**config.mk**
```make
export PLATFORM = sky130hd
export DESIGN_NAME = nmea_sentence_checksum_checker_top
export DESIGN_NICKNAME = d
export VERILOG_FILES = /design/src/sv/ncc_pkg.sv /design/src/sv/nmea_sentence_checksum_checker_top.sv
export SDC_FILE = /design/constraint.sdc
export NUM_CORES = 1
export LEC_CHECK = 0
export ABC_AREA = 1
export BUFFER_PORTS_ARGS = -buffer_cell sky130_fd_sc_hd__buf_4
export CAP_MARGIN = 10
export CORE_ASPECT_RATIO = 1.25
export CORE_MARGIN = 1
export CORE_UTILIZATION = 25
export CTS_BUF_LIST = sky130_fd_sc_hd__clkbuf_4 sky130_fd_sc_hd__clkbuf_8
export DETAILED_ROUTE_END_ITERATION = 7
export HOLD_SLACK_MARGIN = 0.12
export SKIP_LAST_GASP = 1
export SLEW_MARGIN = 20
export SYNTH_ARGS = -nofsm -noshare
export SYNTH_HDL_FRONTEND = slang
export SYNTH_SLANG_ARGS = --single-unit
```
**constraint.sdc**
```tcl
create_clock -name clk -period 2.55 [get_ports clk]
set_input_delay 0 -clock clk [delete_from_list [all_inputs] [get_ports clk]]
set_output_delay 0 -clock clk [all_outputs]
set_load 0.05 [all_outputs]
```
**src/sv/ncc_pkg.sv**
```systemverilog
// Package for the NMEA sentence checksum checker.
// Character codes, phase and result-kind codes, hex digit decoder.
// No dependencies.
`default_nettype none

package ncc_pkg;

    localparam logic [7:0] CH_START = 8'h24;   // '$'
    localparam logic [7:0] CH_DELIM = 8'h2A;   // '*'

    localparam logic [1:0] PH_HUNT    = 2'd0;
    localparam logic [1:0] PH_PAYLOAD = 2'd1;
    localparam logic [1:0] PH_HEX_HI  = 2'd2;
    localparam logic [1:0] PH_HEX_LO  = 2'd3;

    localparam logic [1:0] KIND_PAYLOAD = 2'd0;
    localparam logic [1:0] KIND_GOOD    = 2'd1;
    localparam logic [1:0] KIND_BAD     = 2'd2;

    typedef struct packed {
        logic       ok;
        logic [3:0] val;
    } hex_t;

    // 0-9, A-F, a-f; anything else decodes as zero with ok low
    function automatic hex_t hex_digit(input logic [7:0] c);
        hex_t       h;
        logic [7:0] d;
        h.ok  = 1'b1;
        h.val = 4'd0;
        d     = 8'd0;
        if (c inside {[8'h30:8'h39]})
        begin
            d = c - 8'h30;
        end
        else if (c inside {[8'h41:8'h46]})
        begin
            d = c - 8'h37;
        end
        else if (c inside {[8'h61:8'h66]})
        begin
            d = c - 8'h57;
        end
        else
        begin
            h.ok = 1'b0;
        end
        h.val = d[3:0];
        return h;
    endfunction

endpackage

`default_nettype wire

```
**src/sv/nmea_sentence_checksum_checker_top.sv**
```systemverilog
// NMEA sentence checksum checker, top level.
// Throughput: one byte per cycle while in_stall is low. An accepted byte waits
// in the input register; the frame state update and the result register load
// happen together when it advances, which a stalled result beat holds back.
// in_stall rises only while the input register holds a byte and the result
// register holds a stalled beat.
// Reset (rst_n, async low): hunting for '$', sums and error flag cleared,
// input and result registers empty.
// Depends on ncc_pkg.
`default_nettype none

module nmea_sentence_checksum_checker_top
    import ncc_pkg::*;
(
    input  wire logic       clk,
    input  wire logic       rst_n,
    // input byte channel
    input  wire logic       in_valid,
    output logic            in_stall,
    input  wire logic [7:0] rx_byte,
    // result channel
    output logic            out_valid,
    input  wire logic       out_stall,
    output logic [1:0]      kind,
    output logic [7:0]      byte_value,
    output logic [7:0]      computed_sum,
    output logic [7:0]      received_sum
);

    // input register
    logic       s1_valid_reg;
    logic [7:0] s1_byte_reg;

    // frame state
    logic [1:0] phase_reg,   phase_next;
    logic [7:0] xor_reg,     xor_next;
    logic [3:0] hi_nib_reg,  hi_nib_next;
    logic       hex_err_reg, hex_err_next;

    // result register
    logic       out_valid_reg;
    logic [1:0] kind_reg;
    logic [7:0] byte_value_reg;
    logic [7:0] csum_reg;
    logic [7:0] rsum_reg;

    logic       out_free;
    logic       advance;
    logic       res_valid;
    logic [1:0] res_kind;
    logic [7:0] res_byte;
    logic [7:0] res_csum;
    logic [7:0] res_rsum;
    hex_t       hx;
    logic [7:0] rsum;

    // The result register frees up when empty or when its beat is taken.
    // The held byte moves forward whenever the result slot is free.
    assign out_free = !out_valid_reg || !out_stall;
    assign advance  = s1_valid_reg && out_free;
    assign in_stall = s1_valid_reg && !out_free;

    always_comb
    begin
        hx           = hex_digit(s1_byte_reg);
        rsum         = {hi_nib_reg, hx.val};
        phase_next   = phase_reg;
        xor_next     = xor_reg;
        hi_nib_next  = hi_nib_reg;
        hex_err_next = hex_err_reg;
        res_valid    = 1'b0;
        res_kind     = KIND_PAYLOAD;
        res_byte     = 8'd0;
        res_csum     = 8'd0;
        res_rsum     = 8'd0;
        case (phase_reg)
            PH_HUNT:
            begin
                if (s1_byte_reg == CH_START)
                begin
                    xor_next     = 8'd0;
                    hex_err_next = 1'b0;
                    hi_nib_next  = 4'd0;
                    phase_next   = PH_PAYLOAD;
                end
            end
            PH_PAYLOAD:
            begin
                if (s1_byte_reg == CH_DELIM)
                begin
                    phase_next = PH_HEX_HI;
                end
                else
                begin
                    // '$' in here is plain payload
                    xor_next  = xor_reg ^ s1_byte_reg;
                    res_valid = 1'b1;
                    res_byte  = s1_byte_reg;
                end
            end
            PH_HEX_HI:
            begin
                if (!hx.ok)
                begin
                    hex_err_next = 1'b1;
                end
                hi_nib_next = hx.val;
                phase_next  = PH_HEX_LO;
            end
            PH_HEX_LO:
            begin
                res_valid  = 1'b1;
                res_csum   = xor_reg;
                res_rsum   = rsum;
                res_kind   = (!hex_err_reg && hx.ok && (rsum == xor_reg)) ?
                             KIND_GOOD : KIND_BAD;
                hex_err_next = hex_err_reg | !hx.ok;
                phase_next = PH_HUNT;
            end
            default:
            begin
                phase_next = PH_HUNT;
            end
        endcase
    end

    always_ff @(posedge clk or negedge rst_n)
    begin
        if (!rst_n)
        begin
            s1_valid_reg  <= 1'b0;
            out_valid_reg <= 1'b0;
            phase_reg     <= PH_HUNT;
            xor_reg       <= 8'd0;
            hi_nib_reg    <= 4'd0;
            hex_err_reg   <= 1'b0;
        end
        else
        begin
            if (in_valid && !in_stall)
            begin
                s1_valid_reg <= 1'b1;
            end
            else if (advance)
            begin
                s1_valid_reg <= 1'b0;
            end

            if (advance)
            begin
                phase_reg   <= phase_next;
                xor_reg     <= xor_next;
                hi_nib_reg  <= hi_nib_next;
                hex_err_reg <= hex_err_next;
            end

            if (out_free)
            begin
                out_valid_reg <= advance && res_valid;
            end
        end
    end

    // payload registers, no reset
    always_ff @(posedge clk)
    begin
        if (in_valid && !in_stall)
        begin
            s1_byte_reg <= rx_byte;
        end
        if (advance && res_valid)
        begin
            kind_reg       <= res_kind;
            byte_value_reg <= res_byte;
            csum_reg       <= res_csum;
            rsum_reg       <= res_rsum;
        end
    end

    assign out_valid    = out_valid_reg;
    assign kind         = kind_reg;
    assign byte_value   = byte_value_reg;
    assign computed_sum = csum_reg;
    assign received_sum = rsum_reg;

    // A good verdict always carries matching sums.
    a_good_match: assert property (@(posedge clk) disable iff (!rst_n)
        out_valid && kind == KIND_GOOD |-> computed_sum == received_sum)
        else $error("good verdict with mismatched sums");

    // Payload beats carry zeroed sums; verdicts carry a zero byte.
    a_unused_zero: assert property (@(posedge clk) disable iff (!rst_n)
        out_valid |-> (kind == KIND_PAYLOAD && computed_sum == 8'd0 &&
                       received_sum == 8'd0) ||
                      ((kind == KIND_GOOD || kind == KIND_BAD) && byte_value == 8'd0))
        else $error("unused result field not zero");

    // A verdict always sends the frame back to hunting.
    a_verdict_hunt: assert property (@(posedge clk) disable iff (!rst_n)
        advance && phase_reg == PH_HEX_LO |=> phase_reg == PH_HUNT)
        else $error("verdict did not return to hunt");

    // Input only stalls while the held byte is blocked by a full result slot.
    a_stall_cause: assert property (@(posedge clk) disable iff (!rst_n)
        in_stall |-> s1_valid_reg && out_valid_reg && out_stall)
        else $error("input stalled without a blocked result");

endmodule

`default_nettype wire
```
Word level (Yosys, flattened, before mapping)
Cells that the tools add are included.
{"block": "word_totals", "ff_bits": 51, "inputBits": 12, "out_inout_bits": 28}
{"block": "classes", "add_sub_neg": 3, "magnitude_cmp": 6, "eq_ne": 10, "mux": 22, "bitwise_logic": 3, "n_reduce_logical": 26}
{"op": "$eq 8x6->1 const B", "count": 2}
{"op": "$ge 8x7->1 const B", "count": 2}
{"op": "$le 8x7->1 const B", "count": 2}
{"op": "$mux 4", "count": 4}
{"op": "$mux 8", "count": 2}
{"op": "$pmux 8 s2", "count": 1}
{"op": "$logic_and 1x1->1", "count": 9}
{"op": "$eq 8x8->1", "count": 1}
{"op": "$ge 8x6->1 const B", "count": 1}
{"op": "$le 8x6->1 const B", "count": 1}
{"op": "$mux 1", "count": 8}
{"op": "$ne 2x2->1 const B", "count": 4}
{"op": "$pmux 2 s4", "count": 1}
{"op": "$pmux 4 s2", "count": 1}
{"op": "$reduce_and 4->1", "count": 2}
{"op": "$sub 4x3->4 const B", "count": 2}
{"op": "$xor 8x8->8", "count": 1}
{"op": "$logic_not 1->1", "count": 6}
{"op": "$mux 2", "count": 3}
{"op": "$reduce_and 3->1", "count": 2}
{"op": "$reduce_bool 2->1", "count": 3}
{"op": "$eq 2x2->1 const B", "count": 2}
{"op": "$sub 4x1->4 const B", "count": 1}
{"op": "$pmux 1 s3", "count": 1}
{"op": "8 further kinds", "count": 8}

Longest topological paths before layout
{"block": "logic_depth", "ltp_word": 8, "depth_mapped": 14}

Worst setup path before layout
Ideal clock, no wire load.
{"block": "synth_path", "path_kind": "reg-to-reg", "from": "register s1_byte_reg[0]", "to": "register byte_value_reg[0] (netlist: byte_value[0]) (enable)", "setup_time_ns": 0.409, "arrival_ns": 2.339, "slack_ns": -0.198, "stages_incl_launch_ff": 8, "path_buffers": 0, "path_cell_list": "edfxtp_1 -> inv_1 -> ha_1 -> nand3_1 -> nor4_1 -> nor2_1 -> o21ai_0 -> nor2_1"}
{"block": "synth_via", "elab_chain_cells": 4}
{"item": "start, declared", "line_no": "nmea_sentence_checksum_checker_top.sv:32", "source": "logic [7:0] s1_byte_reg;"}
{"item": "start signal, assigned", "line_no": "nmea_sentence_checksum_checker_top.sv:169", "source": "s1_byte_reg <= rx_byte;"}
{"item": "$eq 8x6->1", "line_no": "nmea_sentence_checksum_checker_top.sv:89", "source": "if (s1_byte_reg == CH_DELIM)"}
{"item": "$mux 1", "line_no": "nmea_sentence_checksum_checker_top.sv:89"}
{"item": "$pmux 1 s2", "line_no": "nmea_sentence_checksum_checker_top.sv:76", "source": "case (phase_reg)"}
{"item": "$logic_and 1x1->1", "line_no": "nmea_sentence_checksum_checker_top.sv:171", "source": "if (advance && res_valid)"}
{"item": "end signal, assigned", "line_no": "nmea_sentence_checksum_checker_top.sv:174", "source": "byte_value_reg <= res_byte;"}
{"item": "end, declared", "line_no": "nmea_sentence_checksum_checker_top.sv:43", "source": "logic [7:0] byte_value_reg;"}
No other way between the ends.
A chain may end at the register's enable or synchronous reset.

Worst setup path after layout
{"block": "layout_path", "from": "register s1_byte_reg[0]", "to": "register kind_reg[1] (netlist: kind[1]) (enable)"}
{"block": "layout_via", "elab_chain_cells": 4}
{"item": "$eq 8x6->1", "line_no": "nmea_sentence_checksum_checker_top.sv:89"}
{"item": "$mux 1", "line_no": "nmea_sentence_checksum_checker_top.sv:89"}
{"item": "$pmux 1 s2", "line_no": "nmea_sentence_checksum_checker_top.sv:76"}
{"item": "$logic_and 1x1->1", "line_no": "nmea_sentence_checksum_checker_top.sv:171"}
{"item": "end signal, assigned", "line_no": "nmea_sentence_checksum_checker_top.sv:173", "source": "kind_reg <= res_kind;"}
{"item": "end, declared", "line_no": "nmea_sentence_checksum_checker_top.sv:42", "source": "logic [1:0] kind_reg;"}
No other way between the ends.

==> results by group <==
Hold path
  • Worst Hold Class: in2reg

STA
  • Clock Skews: 5.21 ps
  • Unrepaired setup endpoints after global routing: no
  • WHS: 400 ps
  • Part of the cycle the worst path needs: 85.2%
  • Slew at the pin closest to its max-slew limit: roughly 790 ps
  • Final Max Slew Viols: 0
  • Fin Setup TNS: 0 ps
  • Fmax: about 0.46 GHz
  • Final hold violation count: 0
  • Final setup vio count: 0
  • Slew headroom: 46.9%
  • Tmin final: 2170 ps

Clocking
  • Resized cells post-CTS: 0
  • Number of buffers created by CTS: 5
  • Clk_lat worst skew: 310 ps
  • Clock Path Buffers: 2
  • Postcts setup bufs: 0
  • H-tree levels: 2
  • Root Buffer: clkbuf_8
  • CTS tree: built
  • CTS clk-pin slew, worst paths: ~90 ps
  • CTS Sinks: just over 50

Placement
  • Final Wtd Congestion: 0.889
  • Cell area after placement: 0.00295 sq mm
  • Cell total after placement: 432
  • Placed wire-length estimate: 3910 um
  • Port bufs: 39

Synth
  • Cell with the most instances after synthesis: nand2_1
  • Synth Warn #: 0
  • Avg Cell Area, Syn: 9.34 sq um
  • Seq/Total Area, Yosys: 57.8%
  • Top cell type by total area after synthesis: edfxtp_1
  • Most frequent cells after synthesis: nand2_1, inv_1, nor2_1
  • Post-synthesis register bit count: 51
  • Gate Count Post-Synth: 268
  • Synth Cell Area: 0.00250 sq mm
  • Post-synth top area share: about 41%
  • Synth area leaders: edfxtp_1, dfrtp_1, nand2_1
  • Yosys cell types: 25
  • Top_reg_cell synth: edfxtp_1
  • Number of flops mapped to enable cells by yosys: 34
  • Mapped Nets: 288
  • Post-synth ARST share: approximately 33%

Die
  • Die H: 114 um
  • Die area: around 0.010 sq mm
  • Core footprint: 0.00966 sq mm
  • Ports: 40
  • FP Rows: 40
  • Starting Density: 25.9%
  • Die width: 91.5 um

Finish
  • Fin cells: 452
  • Nets: 345
  • Final Cell Area: 0.00319 sq mm
  • Fill cell count: 984
  • Layout cells sized above 1: 20.2%
  • ANT cells: 0
  • Final Util: 33.0%
  • Syn-to-layout area delta: 27.3%

Drt
  • Drt drc: 0
  • DR vias/cell: roughly 4.2
  • Post-route ant nets: 0
  • Wire per inst: between 10 and 15 um
  • Via count: 1882
  • 1st-pass router iterations: 4
  • WL final: 5180 um
  • DR iter-0 viols: 92

Worst setup path
  • Worst Path Arrival: 2150 ps
  • Critical Path End Type: flop
  • Crit Path Category: reg2reg
  • Critical Path Source Type: flop
  • CP max FO: 26
  • CP Data Required Time: 2530 ps

Run status
  • Status: finished, final reports clean

GRT
  • First-pass GRT wire length: around 8300 um
  • Antenna violations before repair: 0
  • Vias in the first global route: around 1800
  • Overflow after GRT: 0
  • Largest net degree at the start of global routing: 27
  • Tot GR Track Use: about a tenth

Power
  • VDD IR max: 338 uV
  • PD cells: 997 mW/mm^2
  • Leak: 1.51 nW

Flow run
  • Maxcap violations: 0
critical path, cell delays in order (launching register included):
cell and delay (ps):
edfxtp_1 500, inv_1 140, ha_1 210, nand3_1 80, nor4_1 50, nor2_1 250
o21ai_0 180, nor2_2 100, buf_4 340
power breakdown:
group	switching (W)	leakage (nW)	total, W	internal [W]
logic	0.000911	0.914	0.00130	0.000385
clock network	0.000278	0.0548	0.000574	0.000296
registers	0.000160	0.545	0.00131	0.00115
area by class of cell:
class	count	area, sq um	area share, %
timing repair buffer	53	428	13.4
multi-input combinational	171	875	27.5
clock buffer	5	68.8	2.16
inverter	43	164	5.15
clock inverter	3	46.3	1.45
sequential	51	1450	45.4
tap	126	158	4.95
worst paths after layout:
path                                 from  cells after the start             end  slack, ps
max in group asynchronous           rst_n                      3   hi_nib_reg[2]       1200
min in group asynchronous           rst_n                      3    phase_reg[0]        850
hold reg to reg               hex_err_reg                      2     hex_err_reg        490
setup / recovery           s1_byte_reg[0]                      8         kind[1]        380
hold / removal                 rx_byte[2]                      2  s1_byte_reg[2]        400
setup reg to reg           s1_byte_reg[0]                      8         kind[1]        380
per-layer routing:
metal | vias to the layer above | GRT usage, % | share of wire (%)
met5 | - | 0 | 0
met3 | 11 | 2.13 | 3.8
met2 | 45 | 18.1 | 50
li1 | 972 | - | -
met4 | 0 | 4.66 | 2.4
met1 | 854 | 12.3 | 43
logic make-up (layout without fill, tap and decap cells):
family | count (synthesis) | count (layout) | synth area share (%)
buffers and inverters | 46 | 104 | 7.35
AO/OA/AOI/OAI | 27 | 27 | 5.40
XOR/XNOR | 4 | 4 | 1.40
adder cells (fa/ha/maj) | 8 | 8 | 4.00
AND/OR/NAND/NOR | 132 | 132 | 24.1
flip-flops | 51 | 51 | 57.8
stage by stage:
| stage | power (W) | setup WS (ps) |
|---|---|---|
| after CTS | 0.00321 | 403 |
| after detailed placement | 0.00261 | 419 |
| after global placement | 0.00259 | 461 |
| final | 0.00318 | 378 |
| after floorplan | 0.00224 | 212 |
| after global routing | 0.00336 | 177 |
placed cells by master (no fill, tap or decap):
cell type / Yosys / routed
nand2_4: 2 / 2
nor2_8: 1 / 1
clkinvlp_4: 0 / 1
clkbuf_8: 0 / 5
o21ai_1: 2 / 2
inv_6: 0 / 1
nor4_1: 1 / 1
nand3_1: 20 / 20
inv_2: 1 / 1
nor3_1: 1 / 1
nand3_2: 2 / 2
dfrtp_1: 17 / 17
nor2_2: 3 / 4
ha_1: 8 / 8
nand3b_1: 1 / 1
nand4_1: 3 / 3
nand2_1: 55 / 55
xnor2_1: 4 / 4
inv_4: 1 / 1
nand2_2: 6 / 6
dlygate4sd3_1: 0 / 12
nor2_1: 37 / 36
inv_1: 41 / 41
a21oi_1: 13 / 13
bufinv_16: 0 / 1
buf_4: 0 / 41
edfxtp_1: 34 / 34
o21ai_0: 12 / 12
what timing repair did:
action                     CTS  global route
hold endpoints to repair    27             0
setup endpoints to repair    0             0
hold buffers                12             0
Note: power is estimated with default switching activity, not from simulation.
